**src/hdl/bdch_pkg.sv**
```systemverilog
// Shared types, constants and register codes for the button debouncer.
// No dependencies; imported by every module of the block.
`default_nettype none

package bdch_pkg;

  // Phase codes of the debounce machine
  localparam logic [1:0] PH_RELEASED      = 2'd0;
  localparam logic [1:0] PH_PRESS_GRACE   = 2'd1;
  localparam logic [1:0] PH_PRESSED       = 2'd2;
  localparam logic [1:0] PH_RELEASE_GRACE = 2'd3;

  // Configuration register indexes
  localparam logic [2:0] CFG_USE_ANALOG     = 3'd0;
  localparam logic [2:0] CFG_GRACE_MS       = 3'd1;
  localparam logic [2:0] CFG_HOLD_MS        = 3'd2;
  localparam logic [2:0] CFG_ENABLE_CLICK   = 3'd3;
  localparam logic [2:0] CFG_ENABLE_HOLD    = 3'd4;
  localparam logic [2:0] CFG_ENABLE_PRESS   = 3'd5;
  localparam logic [2:0] CFG_ENABLE_RELEASE = 3'd6;

  localparam int CFG_IDX_W  = 3;
  localparam int CFG_DATA_W = 16;

  localparam logic [9:0]  ANALOG_THRESHOLD = 10'd511;
  localparam logic [15:0] RESET_GRACE_MS   = 16'd75;
  localparam logic [15:0] RESET_HOLD_MS    = 16'd1000;

  typedef struct packed {
    logic [9:0]  sample;
    logic [31:0] now_ms;
  } in_t;

  typedef struct packed {
    logic       press_event;
    logic       click_event;
    logic       hold_event;
    logic       release_event;
    logic       bounce_seen;
    logic [1:0] button_state;
  } out_t;

  typedef struct packed {
    logic        use_analog;
    logic [15:0] grace_ms;
    logic [15:0] hold_ms;
    logic        enable_click;
    logic        enable_hold;
    logic        enable_press_event;
    logic        enable_release_event;
  } cfg_t;

  typedef struct packed {
    logic [1:0]  phase;
    logic [31:0] grace_start;
    logic [31:0] press_start;
  } state_t;

endpackage

`default_nettype wire

```
**src/hdl/bdch_cfg.sv**
```systemverilog
// Configuration register file of the button debouncer.
// Depends on bdch_pkg (cfg_t, register indexes, reset values).
`default_nettype none

module bdch_cfg
  import bdch_pkg::*;
(
  input  wire logic                  clk,
  input  wire logic                  rst,
  input  wire logic                  cfg_we,
  input  wire logic [CFG_IDX_W-1:0]  cfg_index,
  input  wire logic [CFG_DATA_W-1:0] cfg_data,
  output cfg_t                       cfg
);

  always_ff @(posedge clk) begin
    if (rst) begin
      cfg.use_analog           <= 1'b0;
      cfg.grace_ms             <= RESET_GRACE_MS;
      cfg.hold_ms              <= RESET_HOLD_MS;
      cfg.enable_click         <= 1'b0;
      cfg.enable_hold          <= 1'b0;
      cfg.enable_press_event   <= 1'b0;
      cfg.enable_release_event <= 1'b0;
    end else if (cfg_we) begin
      case (cfg_index)
        CFG_USE_ANALOG:     cfg.use_analog           <= cfg_data[0];
        CFG_GRACE_MS:       cfg.grace_ms             <= cfg_data;
        CFG_HOLD_MS:        cfg.hold_ms              <= cfg_data;
        CFG_ENABLE_CLICK:   cfg.enable_click         <= cfg_data[0];
        CFG_ENABLE_HOLD:    cfg.enable_hold          <= cfg_data[0];
        CFG_ENABLE_PRESS:   cfg.enable_press_event   <= cfg_data[0];
        CFG_ENABLE_RELEASE: cfg.enable_release_event <= cfg_data[0];
        default: ;  // unused index, write dropped
      endcase
    end
  end

endmodule

`default_nettype wire

```
**src/hdl/bdch_step.sv**
```systemverilog
// Next-state and event logic of the debounce machine for one sample.
// Depends on bdch_pkg (in_t, out_t, cfg_t, state_t, phase codes).
`default_nettype none

module bdch_step
  import bdch_pkg::*;
(
  input  wire cfg_t   cfg,
  input  wire state_t cur,
  input  wire in_t    item,
  output state_t      nxt,
  output out_t        res
);

  logic        level;
  logic [31:0] grace_elapsed;
  logic [31:0] held;
  logic        grace_done;
  logic        long_press;

  always_comb begin
    level         = cfg.use_analog ? (item.sample > ANALOG_THRESHOLD) : item.sample[0];
    // wrap-around differences, modulo 2^32
    grace_elapsed = item.now_ms - cur.grace_start;
    held          = item.now_ms - cur.press_start;
    grace_done    = grace_elapsed >= {16'd0, cfg.grace_ms};
    long_press    = held >= {16'd0, cfg.hold_ms};

    nxt = cur;
    res = '0;

    unique case (cur.phase)
      PH_RELEASED: begin
        if (level) begin
          nxt.phase       = PH_PRESS_GRACE;
          nxt.grace_start = item.now_ms;
        end
      end
      PH_PRESS_GRACE: begin
        if (!level) begin
          res.bounce_seen = 1'b1;
        end else if (grace_done) begin
          nxt.phase       = PH_PRESSED;
          nxt.press_start = item.now_ms;
          res.press_event = cfg.enable_press_event;
        end
      end
      PH_PRESSED: begin
        if (!level) begin
          nxt.phase       = PH_RELEASE_GRACE;
          nxt.grace_start = item.now_ms;
        end
      end
      PH_RELEASE_GRACE: begin
        if (level) begin
          res.bounce_seen = 1'b1;
        end else if (grace_done) begin
          nxt.phase         = PH_RELEASED;
          res.hold_event    = long_press & cfg.enable_hold;
          res.click_event   = cfg.enable_click & ~(long_press & cfg.enable_hold);
          res.release_event = cfg.enable_release_event;
        end
      end
    endcase

    res.button_state = nxt.phase;
  end

endmodule

`default_nettype wire

```
**src/hdl/button_debounce_click_hold.sv**
```systemverilog
// Top level of the button debouncer with click and hold events.
// Depends on bdch_pkg, bdch_cfg and bdch_step.
//
//  channel | direction | handshake             | beat payload
//  --------+-----------+-----------------------+------------------------------------
//  in      | input     | in_valid / in_ready   | in_t : sample, now_ms
//  out     | output    | out_valid / out_ready | out_t: press/click/hold/release
//          |           |                       |        events, bounce_seen, state
//  cfg     | input     | cfg_we (no wait)      | cfg_index, cfg_data
//
// An input beat passes the input register, then the result register; one beat
// per cycle is sustained while out_ready stays high. The input register feeds
// the step logic, which updates the phase and timestamps and loads the result
// register in the same cycle. Reset (rst, synchronous) clears the pipeline
// valids, the phase and the configuration to its defaults. A stalled result
// register holds the input register too; the input side still takes a beat
// while the input register is empty.
`default_nettype none

module button_debounce_click_hold
  import bdch_pkg::*;
(
  input  wire logic                  clk,
  input  wire logic                  rst,
  input  wire logic                  in_valid,
  output logic                       in_ready,
  input  wire in_t                   in_data,
  output logic                       out_valid,
  input  wire logic                  out_ready,
  output out_t                       out_data,
  input  wire logic                  cfg_we,
  input  wire logic [CFG_IDX_W-1:0]  cfg_index,
  input  wire logic [CFG_DATA_W-1:0] cfg_data
);

  cfg_t   cfg;
  state_t state;
  state_t state_next;
  out_t   res;

  // input register
  logic   s1_valid;
  in_t    s1_data;

  // stage advances when the result register is empty or being drained
  logic   advance;

  assign advance  = !out_valid || out_ready;
  assign in_ready = !s1_valid || advance;

  bdch_cfg u_cfg (
    .clk       (clk),
    .rst       (rst),
    .cfg_we    (cfg_we),
    .cfg_index (cfg_index),
    .cfg_data  (cfg_data),
    .cfg       (cfg)
  );

  bdch_step u_step (
    .cfg  (cfg),
    .cur  (state),
    .item (s1_data),
    .nxt  (state_next),
    .res  (res)
  );

  // control: pipeline valids and machine state
  always_ff @(posedge clk) begin
    if (rst) begin
      s1_valid    <= 1'b0;
      out_valid   <= 1'b0;
      state.phase       <= PH_RELEASED;
      state.grace_start <= '0;
      state.press_start <= '0;
    end else begin
      if (in_ready) begin
        s1_valid <= in_valid;
      end
      if (advance) begin
        out_valid <= s1_valid;
      end
      // state moves exactly once per beat, as the beat leaves the input register
      if (s1_valid && advance) begin
        state <= state_next;
      end
    end
  end

  // payload registers
  always_ff @(posedge clk) begin
    if (in_valid && in_ready) begin
      s1_data <= in_data;
    end
    if (s1_valid && advance) begin
      out_data <= res;
    end
  end

endmodule

`default_nettype wire

```
**config.mk**
```make
export PLATFORM = sky130hd
export DESIGN_NAME = button_debounce_click_hold
export DESIGN_NICKNAME = d
export VERILOG_FILES = /design/src/hdl/bdch_pkg.sv /design/src/hdl/bdch_cfg.sv /design/src/hdl/bdch_step.sv /design/src/hdl/button_debounce_click_hold.sv
export SDC_FILE = /design/constraint.sdc
export NUM_CORES = 1
export LEC_CHECK = 0
export ABC_AREA = 1
export ABC_CLOCK_PERIOD_IN_PS = 4800
export BUFFER_PORTS_ARGS = -buffer_cell sky130_fd_sc_hd__clkbuf_2
export CORE_ASPECT_RATIO = 1.4
export CORE_MARGIN = 1.5
export CORE_UTILIZATION = 40
export DETAILED_ROUTE_END_ITERATION = 12
export PLACE_DENSITY_LB_ADDON = 0.05
export SLEW_MARGIN = 10
export SYNTH_ARGS = -nofsm -noshare
export SYNTH_HDL_FRONTEND = slang
export SYNTH_SLANG_ARGS = --single-unit
```
**constraint.sdc**
```tcl
create_clock -name clk -period 4.8 [get_ports clk]
set_clock_uncertainty 0.05 [all_clocks]
set_input_delay 0 -clock clk [delete_from_list [all_inputs] [get_ports clk]]
set_output_delay 0 -clock clk [all_outputs]
set_load 0.01 [all_outputs]
```
==> results_dict.tcl <==
set metrics [dict create \
    status "complete, no violations" \
    gp_congestion 0.916 \
    dp_cells 1974 \
    synthDistinctLibCells 38 \
    slew_violations 0 \
    dieArea_um2 27500 \
    syn_area_um2 10600 \
    min-delay-start "rst" \
    p_leak_nw 6.18 \
    fmax_mhz 249 \
    crit_path_end_kind "register" \
    nets 1892 \
    io_pins 75 \
    cts_tree "done" \
    gr-usage-met2_pct 45.4 \
    internal_power_w 0.00248 \
    reg2regPathDepth 20 \
    initialDrtViolationCount 516 \
    clock_latency_ps 450 \
    yosysSeqAreaShare_pct 31.5 \
    root_buffer "clkbuf_16" \
    cts_num_sinks 146 \
    crit-reg2reg-capture "out_data[4]$_SDFFCE_PP0P_" \
    required_ps 4950 \
    drc 0 \
    post_cts_buffers 0 \
    start_kind "register" \
    p_comb_share_pct 25.2 \
    num_antenna_cells 0 \
    areaGrowthSynthToFinish_pct 17.5 \
    slowest_stage "a221oi_1" \
    setup-tns-final_ps 0 \
    holdWs_ps 79.2 \
    pre_cts_slack_ps 761 \
    antenna_found_initial 0 \
    layout_common_cells "470 x nand2_1, 286 x inv_1, 166 x nor2_1" \
    clockBufferDepth 2 \
    switching_power_w 0.00122 \
    period_share_pct 83.5 \
    p_clk_share_pct 37.9 \
    stdcell_count 2067 \
    setup_viol 0 \
    routed_wl_um 32700 \
    synthCells 1608 \
    globalRouteOverflowTotal 0 \
    fin_ws_ps 791 \
    finalHoldViolations 0 \
    track_usage_pct 24.4 \
    postRouteAntennaNets 0 \
    grt_max_degree 64 \
    final_util_pct 47.7 \
    dp_hpwl_um 25600 \
    swShare_pct 32.9 \
    core_um2 26100 \
    num_rows 70 \
    min_to "state[31]$_SDFFE_PP0P_" \
    hold_class "in -> reg" \
    crit_top_cell "nand2_1" \
    period_minus_slack_ps 4010 \
    cts_max_level 4 \
    initial_core_util_pct 40.6 \
    final_common_cell "nand2_1" \
    powerDensity_nw_per_um2 298 \
    dr.pass1.iters 5 \
    use_met1_pct 27.8 \
    cts_buffers 17 \
    routedWlPerCell_um 15.8 \
    die_w_um 141 \
    cts.repair.resized 0 \
    slowest_delay_ps 560 \
    grt_use_met3_pct 3.16 \
    grt_pass1_vias 10028 \
    ff2ff_setup_slack_ps 790 \
    path_cells "inv_1 -> ha_1 -> inv_1 -> fa_1 -> nand3_1 -> nand2_1 -> nand3_1 -> nand2_1 -> nand2_1 -> nand2_1 -> xor2_1 -> ha_1 -> nand2_1 -> inv_1 -> nand3_1 -> nor3_1 -> a221oi_1 -> nand4_1 -> nand2_1 -> nor2_1" \
    seq_power_share_pct 36.8 \
    worst_pin_slew_ps 744 \
    die_height_um 196 \
    critPathBufInv 3 \
    peakVddDrop_mv 0.245 \
    cp_max_fo 5 \
    min_path_cells 3 \
    dr_total_vias 10200 \
    ys.warnings.count 0 \
    max_cap_violations 0 \
    crit_type "reg -> reg" \
    critPathLaunch "s1_data[0]$_DFFE_PP_" \
    via_per_inst 4.93 \
    rsz0062_at_grt "no" \
    busiest_layer "met2" \
    cp_top_family "simple AND/OR/NAND/NOR gates" \
    slew_headroom_pct 50.2 \
    clkTransAtPathRegs_ps 60 \
    io_buffers 66 \
    grt_pass1_wl_um 51000 \
    cp.arrival_ps 4160 \
    synth_nets 1770 \
    synth_seq_cells 146 \
    layout-drive-gt1-share_pct 7.34 \
    worstReg2RegStart "s1_data[0]$_DFFE_PP_" \
    synth_area_per_cell_um2 6.59 \
]
==> cell type report <==
type                            count  area [um2]
Inverter                          295        1110
Clock buffer                       17         425
Timing Repair Buffer              133         986
Sequential cell                   146        3330
Tap cell                          324         405
Multi-Input combinational cell   1137        6010
Fill cell                        2746       13600
Clock inverter                     15         183
==> state kept, by name, summed over array words and instances (netlist names) <==
signal / cells
out_valid: 1
out_data: 7
state: 66
u_cfg.cfg: 37
s1_data: 34
s1_valid: 1
==> kinds of logic after synthesis <==
kind of cell | after synthesis | share of synthesized area [%]
buf+inv | 325 | 11.9
flops | 146 | 31.5
fa+ha+maj | 96 | 11.5
simple gates | 760 | 29.2
mux | 1 | 0.106
xor+xnor | 36 | 2.98
compound gates | 244 | 12.8
==> how the worst max path moves through the flow <==
stage                                endpoint  slack, ps  depth (start not counted)
finish              out_data[4]$_SDFFCE_PP0P_        790                         20
detailed placement  out_data[4]$_SDFFCE_PP0P_        760                         20
global route           state[10]$_SDFFE_PP0P_        430                         20
CTS                 out_data[4]$_SDFFCE_PP0P_        750                         20
global placement    out_data[4]$_SDFFCE_PP0P_        760                         20
floorplan              state[21]$_SDFFE_PP0P_       1720                         23
==> worst min-delay path, cell delays in order <==
cell      delay (ps)
clkbuf_2          80
buf_4            270
a21oi_2          160
==> power by group through the flow <==
stage / Clock [W] / Sequential [W] / Combinational (W)
finish: 0.00141 / 0.00137 / 0.000934
global route: 0.00148 / 0.00137 / 0.00106
CTS: 0.00144 / 0.00136 / 0.000942
detailed placement: 0 / 0.00139 / 0.000897
global placement: 0 / 0.00139 / 0.000888
floorplan: 0 / 0.00137 / 0.000642
==> per-stage QoR <==
stage | cell area (um2) | total power [W]
floorplan | 10600 | 0.00202
global placement | 11200 | 0.00228
detailed placement | 11200 | 0.00229
CTS | 12500 | 0.00375
global route | 12500 | 0.00392
finish | 12500 | 0.00371
==> metal layers <==
metal / wire length [um] / up-vias
met3: 873 / 47
met2: 16900 / 155
met5: 0 / -
li1: - / 5351
met4: 1050 / 0
met1: 13900 / 4647
==> what timing repair did <==
item	CTS	global route
hold buffers	61	0
hold endpoints to repair	76	0
setup endpoints to repair	0	0
==> Yosys cell counts <==
cell / number / share of area, %
nor4_1: 2 / 0.12
ha_1: 94 / 11
a221oi_1: 1 / 0.083
nor2_4: 1 / 0.11
nor2_2: 5 / 0.30
fa_1: 2 / 0.38
nand3_1: 69 / 3.3
and3_1: 1 / 0.059
nand2_2: 3 / 0.18
nor2_1: 166 / 5.9
a211oi_1: 32 / 2.3
nand2_4: 1 / 0.11
xor2_1: 32 / 2.6
and2_1: 1 / 0.059
nand2_1: 470 / 17
clkinv_1: 1 / 0.035
o21ai_0: 55 / 2.6
nor3b_1: 2 / 0.14
edfxtp_1: 41 / 12
inv_2: 8 / 0.28
xnor2_1: 4 / 0.33
a21oi_1: 135 / 6.4
a21oi_2: 3 / 0.25
buf_6: 6 / 0.64
clkbuf_1: 24 / 0.85
nand3_2: 1 / 0.094
mux2_2: 1 / 0.11
nor3_1: 13 / 0.61
o21bai_1: 3 / 0.21
a21o_1: 1 / 0.071
a21boi_0: 1 / 0.071
nand3_4: 1 / 0.17
nand4_1: 18 / 1.1
dfxtp_1: 105 / 20
nand3b_1: 6 / 0.42
inv_1: 286 / 10
o211ai_1: 11 / 0.78
o21a_1: 2 / 0.14
(Power assumes the default switching activity.)
